<file path="src/rtl/core/rgld_pkg.sv">
// Package: item types, decode phases and constants of the Rice gap list decoder.
`timescale 1ns / 1ps
package rgld_pkg;

  localparam int unsigned WordBits   = 32;
  localparam int unsigned MaxResults = 16;
  localparam int unsigned ParamMax   = 31;

  typedef struct packed {
    logic [31:0] stream_word;
    logic        word_is_first;
  } in_item_t;

  typedef struct packed {
    logic [31:0] value;
    logic        run_last;
    logic        list_done;
  } out_item_t;

  typedef enum logic [1:0] {
    PH_WAIT  = 2'd0,
    PH_PARAM = 2'd1,
    PH_QUOT  = 2'd2,
    PH_LOW   = 2'd3
  } phase_t;

endpackage

</file>
<file path="src/rtl/core/rice_gap_list_decoder_core.sv">
// Rice gap list decoder: bit-serial scan of 32-bit stream words into list values.
//
// A word marked first loads the first list value in its accept cycle and hands it
// over once the output is free; with an empty list nothing is handed over. Any
// other word is loaded in its accept cycle while a list is open (else it is
// dropped) and then shifted out one bit per cycle, unless the output side stalls,
// to the end of the word or until the list ends inside it; the last value of the
// word, when it has one, is then handed over before the next word is accepted.
// Values are built in one running 32-bit accumulator: each quotient zero adds 2^k
// and each set low bit adds its weight. The last value of a word is held one stage
// so that it can carry run_last; at most 16 values are returned per word.
// value_count is sampled when a first word arrives.
`timescale 1ns / 1ps
module rice_gap_list_decoder_core (
  input  logic                clk,
  input  logic                rst,
  input  logic                in_valid,
  output logic                in_ready,
  input  rgld_pkg::in_item_t  in_item,
  output logic                out_valid,
  input  logic                out_ready,
  output rgld_pkg::out_item_t out_item,
  input  logic                cfg_valid,
  output logic                cfg_ready,
  input  logic [31:0]         cfg_data
);

  localparam int unsigned IdxW = $clog2(rgld_pkg::WordBits);
  localparam int unsigned CntW = $clog2(rgld_pkg::MaxResults) + 1;
  localparam int unsigned ZcW  = $clog2(rgld_pkg::ParamMax + 1) + 1;

  logic [31:0]        value_count;
  rgld_pkg::phase_t   phase, phase_next;
  logic               scan_active;
  logic [31:0]        word_sr;
  logic [IdxW-1:0]    bit_idx;
  logic [ZcW-1:0]     zcnt;
  logic [4:0]         rice_param;
  logic [4:0]         taken;
  logic [31:0]        acc;
  logic [31:0]        remaining;
  logic [CntW-1:0]    emit_cnt;
  logic               pend_valid;
  logic [31:0]        pend_value;
  logic               pend_done;

  logic               in_fire, out_free, bit_in, finish, last_value, keep, stall, scan_go;
  logic               scan_end, out_load;
  logic [4:0]         taken_inc;
  logic [31:0]        addend, acc_sum;
  logic               cin;

  assign cfg_ready  = 1'b1;
  assign in_ready   = !scan_active && !pend_valid;
  assign in_fire    = in_valid && in_ready;
  assign out_free   = !out_valid || out_ready;
  assign bit_in     = word_sr[0];
  assign taken_inc  = taken + 5'd1;
  assign last_value = (remaining == 32'd1);
  assign keep       = (emit_cnt < CntW'(rgld_pkg::MaxResults));

  // Step datapath: value completion, accumulator addend
  always_comb begin
    finish = 1'b0;
    addend = '0;
    cin    = 1'b0;
    unique case (phase)
      rgld_pkg::PH_QUOT: begin
        if (bit_in) begin
          finish = (rice_param == 5'd0);
        end else begin
          addend = 32'd1 << rice_param;
        end
      end
      rgld_pkg::PH_LOW: begin
        if (bit_in) addend = 32'd1 << taken;
        finish = (taken_inc == rice_param);
      end
      default: ;
    endcase
    cin = finish;
  end

  assign acc_sum  = acc + addend + {31'd0, cin};
  assign stall    = finish && keep && pend_valid && !out_free;
  assign scan_go  = scan_active && !stall;
  assign scan_end = scan_go &&
                    ((bit_idx == IdxW'(rgld_pkg::WordBits - 1)) || (finish && last_value));
  assign out_load = (scan_go && finish && keep && pend_valid) ||
                    (!scan_active && pend_valid && out_free);

  function automatic logic cfg_le1(input logic [31:0] v);
    cfg_le1 = (v[31:1] == 31'd0);
  endfunction

  // Next phase
  always_comb begin
    phase_next = phase;
    if (in_fire) begin
      if (in_item.word_is_first) begin
        phase_next = (cfg_le1(value_count)) ? rgld_pkg::PH_WAIT : rgld_pkg::PH_PARAM;
      end
    end else if (scan_go) begin
      unique case (phase)
        rgld_pkg::PH_PARAM: if (bit_in) phase_next = rgld_pkg::PH_QUOT;
        rgld_pkg::PH_QUOT: begin
          if (bit_in) begin
            if (finish) phase_next = last_value ? rgld_pkg::PH_WAIT : rgld_pkg::PH_QUOT;
            else        phase_next = rgld_pkg::PH_LOW;
          end
        end
        rgld_pkg::PH_LOW: begin
          if (finish) phase_next = last_value ? rgld_pkg::PH_WAIT : rgld_pkg::PH_QUOT;
        end
        default: phase_next = rgld_pkg::PH_WAIT;
      endcase
    end
  end

  always_ff @(posedge clk) begin
    if (rst) begin
      value_count <= '0;
      phase       <= rgld_pkg::PH_WAIT;
      scan_active <= 1'b0;
      pend_valid  <= 1'b0;
      out_valid   <= 1'b0;
      emit_cnt    <= '0;
      bit_idx     <= '0;
      zcnt        <= '0;
      rice_param  <= '0;
      taken       <= '0;
      acc         <= '0;
      remaining   <= '0;
    end else begin
      phase <= phase_next;
      if (cfg_valid) value_count <= cfg_data;
      out_valid <= out_load || (out_valid && !out_ready);

      if (in_fire) begin
        if (in_item.word_is_first) begin
          zcnt       <= '0;
          taken      <= '0;
          rice_param <= '0;
          acc        <= in_item.stream_word;
          if (value_count == 32'd0) begin
            remaining <= '0;
          end else begin
            remaining  <= value_count - 32'd1;
            pend_valid <= 1'b1;
            pend_value <= in_item.stream_word;
            pend_done  <= (value_count == 32'd1);
            emit_cnt   <= CntW'(1);
          end
        end else if (phase != rgld_pkg::PH_WAIT) begin
          scan_active <= 1'b1;
          word_sr     <= in_item.stream_word;
          bit_idx     <= '0;
          emit_cnt    <= '0;
        end
      end else if (scan_go) begin
        word_sr <= word_sr >> 1;
        bit_idx <= bit_idx + IdxW'(1);
        if (scan_end) scan_active <= 1'b0;
        acc <= acc_sum;
        unique case (phase)
          rgld_pkg::PH_PARAM: begin
            if (bit_in) begin
              rice_param <= (zcnt > ZcW'(rgld_pkg::ParamMax)) ?
                            5'(rgld_pkg::ParamMax) : zcnt[4:0];
              zcnt <= '0;
            end else if (zcnt <= ZcW'(rgld_pkg::ParamMax)) begin
              zcnt <= zcnt + ZcW'(1);
            end
          end
          rgld_pkg::PH_LOW: taken <= finish ? 5'd0 : taken_inc;
          default: ;
        endcase
        if (finish) begin
          remaining <= remaining - 32'd1;
          if (keep) begin
            emit_cnt   <= emit_cnt + CntW'(1);
            pend_valid <= 1'b1;
            pend_value <= acc_sum;
            pend_done  <= last_value;
            if (pend_valid) begin
              out_item.value     <= pend_value;
              out_item.run_last  <= 1'b0;
              out_item.list_done <= pend_done;
            end
          end
        end
      end else if (!scan_active && pend_valid && out_free) begin
        pend_valid         <= 1'b0;
        out_item.value     <= pend_value;
        out_item.run_last  <= 1'b1;
        out_item.list_done <= pend_done;
      end
    end
  end

endmodule
</file>
<file path="config.mk">
export PLATFORM = sky130hd
export DESIGN_NAME = rice_gap_list_decoder_core
export DESIGN_NICKNAME = d
export VERILOG_FILES = /design/src/rtl/core/rgld_pkg.sv /design/src/rtl/core/rice_gap_list_decoder_core.sv
export SDC_FILE = /design/constraint.sdc
export NUM_CORES = 1
export LEC_CHECK = 0
export ABC_CLOCK_PERIOD_IN_PS = 6390
export BUFFER_PORTS_ARGS = -buffer_cell sky130_fd_sc_hd__buf_2
export CORE_ASPECT_RATIO = 1.75
export CORE_MARGIN = 1.5
export CORE_UTILIZATION = 35
export CTS_CLUSTER_DIAMETER = 60
export DETAILED_ROUTE_END_ITERATION = 7
export GPL_ROUTABILITY_DRIVEN = 0
export RECOVER_POWER = 100
export SLEW_MARGIN = 20
export SYNTH_ARGS = -nofsm -noshare
export SYNTH_HDL_FRONTEND = slang
export SYNTH_SLANG_ARGS = --single-unit
</file>
<file path="constraint.sdc">
create_clock -name clk -period 6.39 [get_ports clk]
set_input_delay 1.278 -clock clk [delete_from_list [all_inputs] [get_ports clk]]
set_output_delay 1.278 -clock clk [all_outputs]
set_load 0.02 [all_outputs]
</file>
==> run summary, run 1 <==
ys async rst share: 0%
FILL cells: 3485
Synth Cell Area: 12150 um2
status: finished, violations left
global-route wire length before repair: 52500 um
Final period util: 81.81%
Area growth, synth to finish: 12.93%
post-synthesis sequential area ratio: 45.38%
DR DRC count: 0
Die H: 249.5 um
vias in the first global route: 10.03k
CP max-delay cell: clkbuf_1
clk root buf: clkbuf_16
Startpoint Class: input port
post-synth top area share: 24.46%
Critical Path AT: 5.64 ns
Req. time, crit path: 6.81 ns
Top Usage Layer GRT: met2
post_cts resized: 0
flop2flop setup slack: 1.30 ns
TritonCTS clock tree: done
compound-cell area share of the yosys netlist: 16.92%
PortBufs: 105
Hold WC Path Type: register to register
Synth Area in Adders: 4.962%
Clk pin slew, worst setup/hold paths: 0.06 ns
Leak Pwr: 5.263 nW
CP peak stage delay: 2.21 ns
mux contribution to synthesized area: 2.882%
post-route antenna net violation count: 0
number of synthesized register bits: 226
Initial DRC Count: 571
highest-count cells in the layout ignoring fill and taps: nand2_1, nor2_1, dfxtp_1, edfxtp_1, a21oi_1
pwr dens: 268.2 nW/um2
f_max: 191.3 MHz
Initial Util: 35.39%
buffer and inverter count on the worst path: 3
main flop type after synthesis: dfxtp_1
Post-Synth Simple-Gate Area: 21.65%
Total Power: 3.682 mW
worst rel slew slack: -103.6%
Syn Nets: 1480
Worst Path Class, Setup: input port to register
CTS Sinks: 226
row cnt: 90
hold depth: 0
Post-synth EDFFs: 99
nets: 1549
MaxCap Viol Count: 5
WL per Instance: 17.53 um
Vias: 10.26k
CP max FO: 58
CP endpoint kind: register
Clock Tree Buf Depth: 3
endpoints failing hold: 0
initial antenna violation count: 0
core area: 34350 um2
Die X: 143.9 um
final wirelength: 33440 um
peak supply drop: 0.2182 mV
htree depth: 1
WP depth: 9
antenna fix cells: 0
total track usage: 18.49%
DRT Pass-1 Iters: 5
mean area per synthesized cell: 8.917 um2
dominant cells by area after synthesis: edfxtp_1, dfxtp_1, nand2_1, nor2_1, ha_1
Hold Crit Start: pend_value[5]
clk_lat worst skew: 0.53 ns
DP HPWL: 23890 um
Hold Buf Count CTS: 0
# setup viols final: 0
largest family of logic cells by synthesized area: simple AND/OR/NAND/NOR gates
Synth Area in XOR/XNOR: 4.612%
total CTS buffers: 23
RSZ-0062 raised after global routing: false
clock period minus worst slack: 5.228 ns
r2r startpoint: pend_valid
Synth Warn #: 0
setup bufs post-CTS: 0
I/O pin count: 107
grt ovf: 0
Reg2Reg Depth: 9
vias per inst: 5.379
GRT met1 Usage: 19.50%
CP cell instances: clkbuf_1 -> and2_2 -> clkbuf_1 -> a21oi_2 -> buf_4 -> a21oi_1 -> and4_1 -> xnor2_1 -> nor2_1
CP most frequent cell: clkbuf_1
Sum Neg Setup Slack: 0 ns
Max Slew Vio Count: 208
violated checks: capacitance limit, slew limit
pin slew with the least headroom to its limit: 3.054 ns
die area: 35900 um2
M2 GR Usage: 35.04%
critical path's top delay family: buffers and inverters
layout cells sized above 1: 9.254%
Unique masters post-synth: 76
synthesized instance count: 1363
routing usage on met3: 2.360%
commonest non-fill, non-tap cell in the layout: nand2_1
Yosys top cell by area: edfxtp_1
largest net degree at the start of global routing: 78
Worst setup startpoint: in_valid
clk_skew: 0.01507 ns
==> metal layers <==
| layer | up-vias | routed length, um |
|---|---|---|
| met5 | - | 0 |
| met2 | 293 | 17810 |
| met3 | 84 | 1581 |
| met1 | 4823 | 12550 |
| li1 | 5064 | - |
| met4 | 0 | 1502 |
==> area by class of cell <==
class	count	area [um2]	share of cell area [%]
clock inverters	14	196.4	1.431
flip-flops and latches	226	5515	40.18
multi-input cells	1042	6206	45.21
repair buffers	112	520.5	3.792
inverters	27	101.3	0.7384
well taps	460	575.6	4.193
clock buffers	27	610.6	4.448
==> sequential cells by signal, summed over array words and instances (netlist names), 6 cells and up <==
signal,count
value_count,32
zcnt,6
pend_value,32
acc,32
out_item,34
word_sr,32
remaining,32
==> where the power goes <==
group / switching [mW] / total [mW] / internal, mW
clock network: 0.589 / 1.44 / 0.855
registers: 0.0635 / 1.66 / 1.60
logic: 0.374 / 0.580 / 0.206
==> through the flow <==
step                util (%)  hold WS, ns  instance area [um2]  setup WS (ns)  cells
floorplan                  -       0.4003                12150          2.485   1363
global placement       37.83       0.4003                12990          1.903   1867
detailed placement     37.83       0.4045                12990          1.804   1867
CTS                    40.17       0.4201                13800          1.783   1908
global route           39.96       0.4247                13730         0.7847   1908
finish                 39.96       0.4179                13730          1.162   1908
==> synthesized netlist by cell type, types with 5 or more instances <==
master	number
or2_2	7
a21oi_1	80
o22ai_1	32
o21ai_0	79
a22oi_1	12
nor3_1	37
o32ai_1	12
nor4_1	21
buf_1	5
a221oi_1	7
xor2_1	30
inv_1	26
ha_1	45
mux2i_1	35
xnor2_1	34
o21a_1	10
nor2b_1	7
a21o_1	8
o211ai_1	16
dfxtp_1	127
o21bai_1	6
nand3_1	25
o31ai_1	5
nand3b_1	8
or4_1	6
and2_1	9
nand2b_1	16
edfxtp_1	99
or3_1	16
nand2_1	234
nor2_1	152
a211oi_1	9
clkbuf_1	51
a311oi_1	14
a31oi_1	7
and3_1	9
clkbuf_8	6
==> final timing paths <==
check,to
worst max-delay path,zcnt[3]
worst min-delay path,out_item[7]
worst max register to register,zcnt[3]
worst min register to register,out_item[7]
==> kinds of logic after synthesis <==
kind of cell / Yosys count
buf+inv: 95
simple gates: 573
compound gates: 322
flops: 226
other cells: 1
mux: 35
fa+ha+maj: 47
xor+xnor: 64
(Power assumes the default switching activity.)
==> run 2, diff against run 1 <==
--- a/config.mk
+++ b/config.mk
@@ -5,7 +5,7 @@
 export SDC_FILE = /design/constraint.sdc
 export NUM_CORES = 1
 export LEC_CHECK = 0
-export ABC_CLOCK_PERIOD_IN_PS = 6390
+export ABC_CLOCK_PERIOD_IN_PS = 5200
 export BUFFER_PORTS_ARGS = -buffer_cell sky130_fd_sc_hd__buf_2
 export CORE_ASPECT_RATIO = 1.75
 export CORE_MARGIN = 1.5
==> constraint.sdc (replaced) <==
create_clock -name clk -period 5.2 [get_ports clk]
set_input_delay 1.04 -clock clk [delete_from_list [all_inputs] [get_ports clk]]
set_output_delay 1.04 -clock clk [all_outputs]
set_load 0.02 [all_outputs]
==> run summary, run 2 (synthesized netlist as in run 1, its figures left out) <==
status: finished, violations left
violated checks: capacitance limit, slew limit
grt ovf: 0
clk_skew: 0.01294 ns
# setup viols final: 0
DRT Pass-1 Iters: 5
Max Slew Vio Count: 210
die area: 35900 um2
area occupied by multi-input gates: 6201 um2
Die X: 143.9 um
Req. time, crit path: 5.65 ns
Critical path destination: acc[28]
htree depth: 1
met1 WL: 12270 um
Leak Pwr: 5.219 nW
PortBufs: 105
row cnt: 90
Initial Util: 35.39%
FILL cells: 3533
Worst setup startpoint: taken[0]
WP depth: 16
largest net degree at the start of global routing: 97
clk root buf: clkbuf_16
antenna fix cells: 0
Critical Path AT: 5.13 ns
MaxCap Viol Count: 4
DR DRC count: 0
pwr dens: 314.4 nW/um2
DR top layer: met4
post-route antenna net violation count: 0
core area: 34350 um2
met3 wire length: 1485 um
largest reg by FF count: out_item
CTS Sinks: 226
pin slew with the least headroom to its limit: 2.204 ns
Die H: 249.5 um
max FFs per register: 34
commonest non-fill, non-tap cell in the layout: nand2_1
Worst Path Class, Setup: register to register
worst rel slew slack: -46.96%
total track usage: 18.52%
Final period util: 90.15%
f_max: 213.3 MHz
critical path's top delay family: compound AO/OA/AOI/OAI gates
layout cells sized above 1: 9.091%
buffer and inverter count on the worst path: 0
Startpoint Class: register
highest-count cells in the layout ignoring fill and taps: nand2_1, nor2_1, dfxtp_1, edfxtp_1, a21oi_1
RSZ-0062 raised after global routing: false
Reg area: 5515 um2
peak supply drop: 0.2263 mV
vias per inst: 5.387
Hold Buf Count CTS: 0
total CTS buffers: 23
RR Endpoint: acc[28]
CP peak stage delay: 0.50 ns
Vias: 10.30k
clk_lat worst skew: 0.54 ns
global-route wire length before repair: 52920 um
setup bufs post-CTS: 0
non-filler cells, final: 1912
TritonCTS clock tree: done
r2r startpoint: taken[0]
post_cts resized: 0
vias in the first global route: 10.29k
CP max-delay cell: fa_1
Reg2Reg Depth: 16
Clock Tree Buf Depth: 3
met2 WL post-DR: 17630 um
I/O pin count: 107
dpl cells: 1871
DP HPWL: 23890 um
Initial DRC Count: 452
CP max FO: 10
final wirelength: 33270 um
Hold WC Path Type: register to register
Clk pin slew, worst setup/hold paths: 0.06 ns
Final Core Density: 39.61%
endpoints failing hold: 0
Area growth, synth to finish: 11.92%
clock period minus worst slack: 4.688 ns
Sum Neg Setup Slack: 0 ns
initial antenna violation count: 1
WL per Instance: 17.40 um
CP endpoint kind: register
CP cell instances: ha_1 -> ha_1 -> xnor2_1 -> nor4_1 -> a31oi_2 -> fa_1 -> fa_1 -> nor2b_1 -> o2111ai_1 -> a21oi_1 -> o211ai_1 -> nand4_1 -> a31oi_1 -> xnor2_1 -> nand2_1 -> a311oi_1
nets: 1553
flop2flop setup slack: 0.51 ns
## run 2: cell count changes in the layout (fill, tap and decap cells not counted), sizes merged
cell,change
clkinv,+4
inv,-1
buf,+2
clkbuf,+2
clkinvlp,+1
bufinv,-4
## run 2: metrics by stage
step,instance area (um2),hold WS (ns),worst slack (ns),total power [mW]
floorplan,12150,0.4003,1.295,2.583
global placement,13040,0.4011,0.6688,2.783
detailed placement,13040,0.4045,0.5661,2.797
CTS,13710,0.4187,0.5348,4.337
global route,13600,0.4198,0.1556,4.485
finish,13600,0.4128,0.5120,4.277
## run 2: where the power goes
| group | internal [mW] | total (mW) | leakage (nW) | switching [mW] |
|---|---|---|---|---|
| clock | 0.814 | 1.52 | 0.329 | 0.710 |
| sequential | 1.96 | 2.04 | 1.95 | 0.0776 |
| combinational | 0.255 | 0.716 | 2.95 | 0.461 |
## run 2: final cells by class
class / count / share of cell area, %
Clock inverter: 14 / 0.5519
Multi-Input combinational cell: 1042 / 45.59
Tap cell: 460 / 4.231
Sequential cell: 226 / 40.54
Inverter: 27 / 0.7450
Clock buffer: 27 / 4.341
Timing Repair Buffer: 116 / 4.001
## run 2: worst min-delay path by stage
stage	cells past startpoint	endpoint	startpoint
global route	0	out_item[25]	pend_value[23]
floorplan	0	out_item[0]	pend_done
global placement	0	out_item[10]	pend_value[8]
finish	0	out_item[23]	pend_value[21]
CTS	0	out_item[5]	pend_value[3]
detailed placement	0	out_item[19]	pend_value[17]
## run 2: layer usage
| layer | vias to the layer above | track usage [%] |
|---|---|---|
| li1 | 5070 | - |
| met5 | - | 0 |
| met3 | 110 | 2.302 |
| met1 | 4814 | 19.18 |
| met2 | 306 | 34.78 |
| met4 | 0 | 10.70 |
